**src/hw/rtl/rvm_pkg.sv**
```systemverilog
`timescale 1ns / 1ps
package rvm_pkg;
  localparam logic [1:0] OP_LOAD = 2'd0;
  localparam logic [1:0] OP_MIX  = 2'd1;
  localparam logic [1:0] OP_CUR  = 2'd2;

  localparam logic [2:0] REG_S16   = 3'd0;
  localparam logic [2:0] REG_SCH   = 3'd1;
  localparam logic [2:0] REG_OCH   = 3'd2;
  localparam logic [2:0] REG_FRM   = 3'd3;
  localparam logic [2:0] REG_STEP  = 3'd4;
  localparam logic [2:0] REG_LOOP  = 3'd5;
  localparam logic [2:0] REG_GAIN  = 3'd6;

  typedef struct packed {
    logic [1:0]  op;
    logic [15:0] byte_addr;
    logic [7:0]  byte_value;
    logic [31:0] cursor_value;
    logic signed [15:0] mix_in_left;
    logic signed [15:0] mix_in_right;
  } item_t;

  function automatic logic signed [15:0] sat16(input logic signed [35:0] v);
    if (v > 36'sd32767) return 16'sh7fff;
    if (v < -36'sd32768) return 16'sh8000;
    return v[15:0];
  endfunction
endpackage

```
**src/hw/rtl/rvm_front.sv**
```systemverilog
`timescale 1ns / 1ps
module rvm_front (
  input  logic             clk,
  input  logic             rst_n,
  input  logic             in_valid,
  output logic             in_ready,
  input  rvm_pkg::item_t   in_item,
  output logic             q_valid,
  input  logic             q_ready,
  output rvm_pkg::item_t   q_item
);
  import rvm_pkg::*;
  // two-entry queue; unused ops dropped here
  item_t       buf_r [2];
  logic [1:0]  cnt_r, cnt_nxt;
  logic        wp_r, rp_r;
  logic        push, pop, keep;

  assign keep     = (in_item.op == OP_LOAD) || (in_item.op == OP_MIX) ||
                    (in_item.op == OP_CUR);
  assign in_ready = (cnt_r != 2'd2);
  assign push     = in_valid && in_ready && keep;
  assign q_valid  = (cnt_r != 2'd0);
  assign pop      = q_valid && q_ready;
  assign q_item   = buf_r[rp_r];

  always_comb begin
    cnt_nxt = cnt_r;
    if (push && !pop) cnt_nxt = cnt_r + 2'd1;
    else if (pop && !push) cnt_nxt = cnt_r - 2'd1;
  end

  always_ff @(posedge clk) begin
    if (push) begin
      buf_r[wp_r] <= in_item;
    end
    if (!rst_n) begin
      cnt_r <= '0;
      wp_r  <= 1'b0;
      rp_r  <= 1'b0;
    end else begin
      cnt_r <= cnt_nxt;
      if (push) wp_r <= ~wp_r;
      if (pop)  rp_r <= ~rp_r;
    end
  end
endmodule

```
**config.mk**
```make
export PLATFORM = sky130hd
export DESIGN_NAME = rvm_front
export DESIGN_NICKNAME = d
export VERILOG_FILES = /design/src/hw/rtl/rvm_pkg.sv /design/src/hw/rtl/rvm_front.sv
export SDC_FILE = /design/constraint.sdc
export NUM_CORES = 1
export LEC_CHECK = 0
export ABC_AREA = 1
export BUFFER_PORTS_ARGS = -buffer_cell sky130_fd_sc_hd__buf_2
export CAP_MARGIN = 30
export CORE_UTILIZATION = 40
export CTS_BUF_LIST = sky130_fd_sc_hd__clkbuf_8
export CTS_CLUSTER_SIZE = 40
export DETAILED_ROUTE_END_ITERATION = 16
export PLACE_DENSITY_LB_ADDON = 0.12
export SYNTH_ARGS = -nofsm -noshare
export SYNTH_HDL_FRONTEND = slang
export SYNTH_SLANG_ARGS = --single-unit
```
**constraint.sdc**
```tcl
create_clock -name clk -period 16 [get_ports clk]
set_input_delay 3.2 -clock clk [delete_from_list [all_inputs] [get_ports clk]]
set_output_delay 3.2 -clock clk [all_outputs]
set_load 0.005 [all_outputs]
```
==> impl_results.md, run 1 <==
* CTS tree: built
* Comb pwr share at 22.7%
* Sw frac at 25.4%
* Most common cell after layout, fill and taps aside: buf_2
* Clock power frac at 24.9%
* DP Worst Slack at 10620 ps
* Final clock skew at 7.56 ps
* Worst-path clk slew at 90 ps
* 1st-iter DRT viols at 192
* TritonCTS buffer count at 17
* Post-placement cell area at 8280 µm²
* Max IR drop VDD at 0.0000756 V
* First-pass GRT wire length at 18500 µm
* GRT overflow at 0
* Layout area overhead at 20.2%
* CP Class: reg -> out
* Dpl cells at a little over 700
* CP Max Fanout at 37
* YS warnings at 0
* # DRC at 0
* Ports at 186
* Number of gates resized after cts at 0
* Routed wire length at ~13000 µm
* CP startpoint kind: flop
* Max Root-Sink Buffers at 2
* Largest cells by area after synthesis: edfxtp_1 75%, mux2_4 19%, buf_12 2.5%
* Avg WL per Cell at 16.6 µm
* Die Y at 136 µm
* Max_slew headroom at 49.8%
* Largest net degree at the start of global routing at 55
* Fmax achieved at 173 MHz
* Worst-Margin Slew at 754 ps
* Sequential share of the synthesized area at 76.5%
* P_leak at 0.00339 µW
* Vias in the first global route at ~3500
* Number of vias per cell at 4.56
* RePlAce Congestion at 0.686
* Max cap viols at 0
* Synth cell types at 15
* Design Area, Final at 8650 µm²
* Synthesized area at a little over 7000 µm²
* Chip Width at between 100 and 150 µm
* Number of H-tree levels at 4
* Core ar. at 17400 µm²
* Via count at around 3400
* Synthesis-stage register bit count at ~190
* Finished Layout Cells at 756
* Largest area contributor in the netlist: edfxtp_1
* Clock Latency Late Sink at 440 ps
* Fillers at 1493
* IO buf count at 185
* Setup TNS at 0 ps
* Min cycle time layout at 5770 ps
* Final setup vio count at 0
* Root Driver: clkbuf_8
* WP data arrival at 2570 ps
* Status: finished clean
* Pins Over Slew Limit at 0
* Antenna Violating Nets Remaining at 0
* Most frequent cells in the layout: 185 x buf_2, 180 x edfxtp_1, 90 x mux2_4, 17 x clkbuf_8, 11 x nand2_1
* GRT Total Usage at 13.9%
* Fin nets at 613
* Synth Instances at around 320
* # hold bufs at CTS at 0
* Reg power frac at a little over half
* Internal power at 883 µW
* FP Rows at 48
* Syn Nets at 414
* Layout cell share with drive strength beyond 1 at 58.3%
* Total setup buffers inserted after CTS at 0
* Post-route setup slack at around 10000 ps
* Hold Crit Class: reg -> reg
* RSZ-0062 raised after global routing: no
* Post-synth top area share at 75.1%
* Final Cycle Share at ~36%
* DR pass1 iterations at 4
* NetSw at around 300 µW
* DP Wirelength at 8390 µm
* Die area at 18500 µm²
* Starting Density at 41.3%
* Power Density at 137 nW/µm²
* Syn Area/Cell at 22.6 µm²
* Crit path required time at 12800 ps
* Final hold violation count at 0
* CTS sink cnt at 185
* Setup crit end kind: output pin
* Initial antenna violation count at 1
-- state kept, by name (all words and copies together), names as in the netlist, named ones only --
signal,flops
rp_r,1
wp_r,1
cnt_r,2
buf_r,180
-- synthesized netlist by cell type --
cell type  instances
inv_1              8
nand4_1            1
dfxtp_1            5
nand2_1           11
nor3_1             1
nand3_1            1
buf_12             9
o21a_1             1
mux2_4            90
a21oi_1            1
ha_1               1
o21ai_0            1
edfxtp_1         180
nor2_1             8
buf_6              1
-- layout make-up --
cell class,instances,area (µm²),area share (%)
sequential,185,5510,63.7
multi-input combinational,116,1470,17.0
timing repair buffer,190,983,11.4
tap,225,282,3.25
clock buffer,17,234,2.70
clock inverter,14,135,1.56
inverter,8,32.5,0.376
antenna,1,2.50,0.0289
-- power by group through the flow --
stage,sequential [µW],combinational [µW],clock (µW)
floorplan,622,207,0
global placement,630,269,0
detailed placement,632,275,0
CTS,621,276,305
global route,625,292,324
finish,620,269,294
-- per-layer routing --
metal  up-vias  GRT usage (%)  part of all wire (%)
li1       1634              -                     -
met2       120           22.9                    51
met5         -              0                  0.12
met4         2           4.81                   1.2
met1      1674           16.4                    40
met3        15           5.74                   7.7
-- worst max-delay path: stages (launching register included) --
cell	delay [ps]
dfxtp_4	810
buf_4	520
buf_16	300
mux2_4	330
buf_2	130
-- metrics by stage --
step | utilization (%) | hold WS [ps] | total power (µW)
4_1_cts | 49.7 | 525 | 1200
2_1_floorplan | - | 467 | 830
6_report | 49.7 | 517 | 1180
5_1_grt | 49.7 | 550 | 1240
3_3_place_gp | 47.4 | 484 | 899
3_5_place_dp | 47.5 | 503 | 907
-- cell families (layout without fill, tap and decap cells) --
group                      count (synthesis)  in the layout  share of synthesized area [%]
AOI/OAI and AO/OA                          3              3                          0.243
DFF                                      185            185                           76.5
buffers and inverters                     18            229                           3.08
other                                      0              1                              0
muxes                                     90             90                           18.8
and+or+nand+nor                           22             22                           1.22
adders and majority gates                  1              1                          0.174
-- worst paths after layout --
check | slack (ps) | to | start | depth (start not counted)
setup / recovery | 10230 | q_item[38] | flop | 4
hold / removal | 520 | rp_r | rp_r | 2
setup reg to reg | 13570 | buf_r[1][89] | cnt_r[1] | 6
hold reg to reg | 520 | rp_r | rp_r | 2
No activity file was read; power rests on OpenSTA's default activity.
==> run 2: changes to the inputs <==
--- a/config.mk
+++ b/config.mk
@@ -5,7 +5,7 @@
 export SDC_FILE = /design/constraint.sdc
 export NUM_CORES = 1
 export LEC_CHECK = 0
-export ABC_AREA = 1
+export ABC_AREA = 0
 export BUFFER_PORTS_ARGS = -buffer_cell sky130_fd_sc_hd__buf_2
 export CAP_MARGIN = 30
 export CORE_UTILIZATION = 40
==> constraint.sdc (replaced) <==
create_clock -name clk -period 5.35 [get_ports clk]
set_input_delay 1.07 -clock clk [delete_from_list [all_inputs] [get_ports clk]]
set_output_delay 1.07 -clock clk [all_outputs]
set_load 0.005 [all_outputs]
==> impl_results.md, run 2 <==
* DR pass1 iterations at 4
* DP Wirelength at about 7600 µm
* Worst-path clk slew at 80 ps
* CP Max Fanout at 68
* Largest delay contributor family on the critical path: flip-flops
* TritonCTS buffer count at 17
* Core Util, Final at 50.7%
* Setup TNS at 0 ps
* Hold WS at 523 ps
* Avg WL per Cell at 16.0 µm
* Final clock skew at 10.5 ps
* Post-synth EDFFs at 180
* Pins Over Slew Limit at 0
* RePlAce Congestion at 0.724
* Layout cell share with drive strength beyond 1 at 61.1%
* Finished Layout Cells at 739
* Most frequent cells in the layout: 185 x buf_2, 180 x edfxtp_1, 90 x mux2_2, 17 x clkbuf_8, 5 x clkinv_2
* Vias in the first global route at 3572
* # hold bufs at CTS at 0
* RSZ-0062 raised after global routing: no
* Synth cell types at 19
* Layout area overhead at 24.4%
* P_leak at about 0.0031 µW
* CTS tree: built
* Max cap viols at 0
* Die Y at 132 µm
* FP Rows at 47
* CP startpoint kind: flop
* Top cells by count, synth: 180 x edfxtp_1, 90 x mux2_2, 9 x buf_4, 5 x dfxtp_1, 4 x and2_1
* Antenna Violating Nets Remaining at 0
* Starting Density at 40.7%
* Final Cycle Share at about two thirds
* CP Class: reg -> out
* Max IR drop VDD at 0.000205 V
* GRT Total Usage at 14.3%
* Number of vias per cell at ~4.6
* Largest registers: buf_r: 180 flops, cnt_r: 2 flops
* Power Density at around 430 nW/µm²
* Sequential share of the synthesized area at 81.8%
* Min cycle time layout at 3490 ps
* GRT overflow at 0
* Largest area contributor in the netlist: edfxtp_1
* Crit path required time at 4280 ps
* Largest cells by area after synthesis: edfxtp_1 80%, mux2_2 15%, dfxtp_1 1.5%
* IO buf count at around 190
* Final hold violation count at 0
* Worst-Margin Slew at 950 ps
* Syn Nets at 400
* Top FF cell, synth: edfxtp_1
* Number of gates resized after cts at 0
* Ys async rst share at 0%
* Synth Instances at 305
* # DRC at 0
* CP peak stage delay at 980 ps
* Synthesized area at approximately 6700 µm²
* CTS sink cnt at around 190
* Max Root-Sink Buffers at 2
* Max reg flops at 180
* Final setup vio count at 0
* Clock Latency Late Sink at 440 ps
* Fin nets at around 600
* Root Driver: clkbuf_8
* Syn Area/Cell at ~22 µm²
* Fmax achieved at 287 MHz
* Routed wire length at between 10000 and 15000 µm
* Total setup buffers inserted after CTS at 0
* Status: finished clean
* Die area at 17300 µm²
* Dpl cells at slightly above 700
* Number of H-tree levels at 4
* Hold Crit Class: reg -> reg
* Initial antenna violation count at 2
* Ports at 186
* WP data arrival at 2420 ps
* Critical path's slowest cell: dfxtp_4
* Setup crit end kind: output pin
* Cell Chain, Critical Path: buf_4, mux2_2, buf_2
* Largest net degree at the start of global routing at 69
* YS warnings at 0
* 1st-iter DRT viols at 153
* Max_slew headroom at 36.6%
* Post-synth top area share at 80.3%
* Count leader, synth: edfxtp_1
* Via count at 3425
* Synthesis-stage register bit count at 185
* Core ar. at around 17000 µm²
* Chip Width at 132 µm
* Most common cell after layout, fill and taps aside: buf_2
* CP bufs+invs at 2
* First-pass GRT wire length at about 18000 µm
* Largest register by flop count: buf_r
## run 2: cell types whose count changed after synthesis, sizes merged, moves of 2 or more
cell    previous run  this run
nor2               8         0
nand2b             0         2
and2               0         4
nand2             11         2
xnor2              0         2
inv                8         0
## run 2: stage by stage
step	worst slack [ps]	total power, µW	area, µm²
final	1860	3620	8370
after CTS	1750	3690	8370
after global routing	1660	3810	8370
after floorplan	1200	2380	6730
after detailed placement	2250	2740	7960
after global placement	2170	2720	7910
## run 2: per-layer routing
layer  vias to the layer above  wire, µm  part of all wire [%]  global-route usage [%]
met5                         -         0                     0                       0
met4                         0       213                   1.8                    5.68
met3                        15       918                   7.8                    6.44
met2                       119      5840                    49                    23.0
met1                      1688      4830                    41                    16.5
li1                       1603         -                     -                       -
## run 2: worst min-delay path, stage by stage, from the launching register on
cell	delay, ps
dfxtp_1	350
o21ai_0	80
a21boi_1	60
## run 2: cell type report
class,count,area [µm²]
Clock inverter,15,173
Fill cell,1429,8150
Sequential cell,185,5510
Tap cell,220,275
Multi-Input combinational cell,110,1160
Timing Repair Buffer,190,1020
Antenna cell,2,5.00
Clock buffer,17,234
## run 2: worst paths after layout
check                start           end  slack, ps  cells past startpoint
setup reg to reg  cnt_r[0]  buf_r[0][53]       3070                      5
hold / removal    cnt_r[1]      cnt_r[1]        520                      2
hold reg to reg   cnt_r[1]      cnt_r[1]        520                      2
setup / recovery      flop    q_item[13]       1860                      3
## run 2: kinds of logic after synthesis
group	synth area share (%)
AOI/OAI and AO/OA	0.260
xor gates and xnor gates	0.391
adders and majority gates	0.186
buffers and inverters	1.08
DFF	81.8
muxes	15.2
and+or+nand+nor	1.04
## run 2: report_power, final
| group | switching [µW] | total (µW) | internal [µW] |
|---|---|---|---|
| Clock | 478 | 940 | 462 |
| Combinational | 336 | 783 | 447 |
| Sequential | 114 | 1900 | 1790 |
| Total | 928 | 3620 | 2700 |
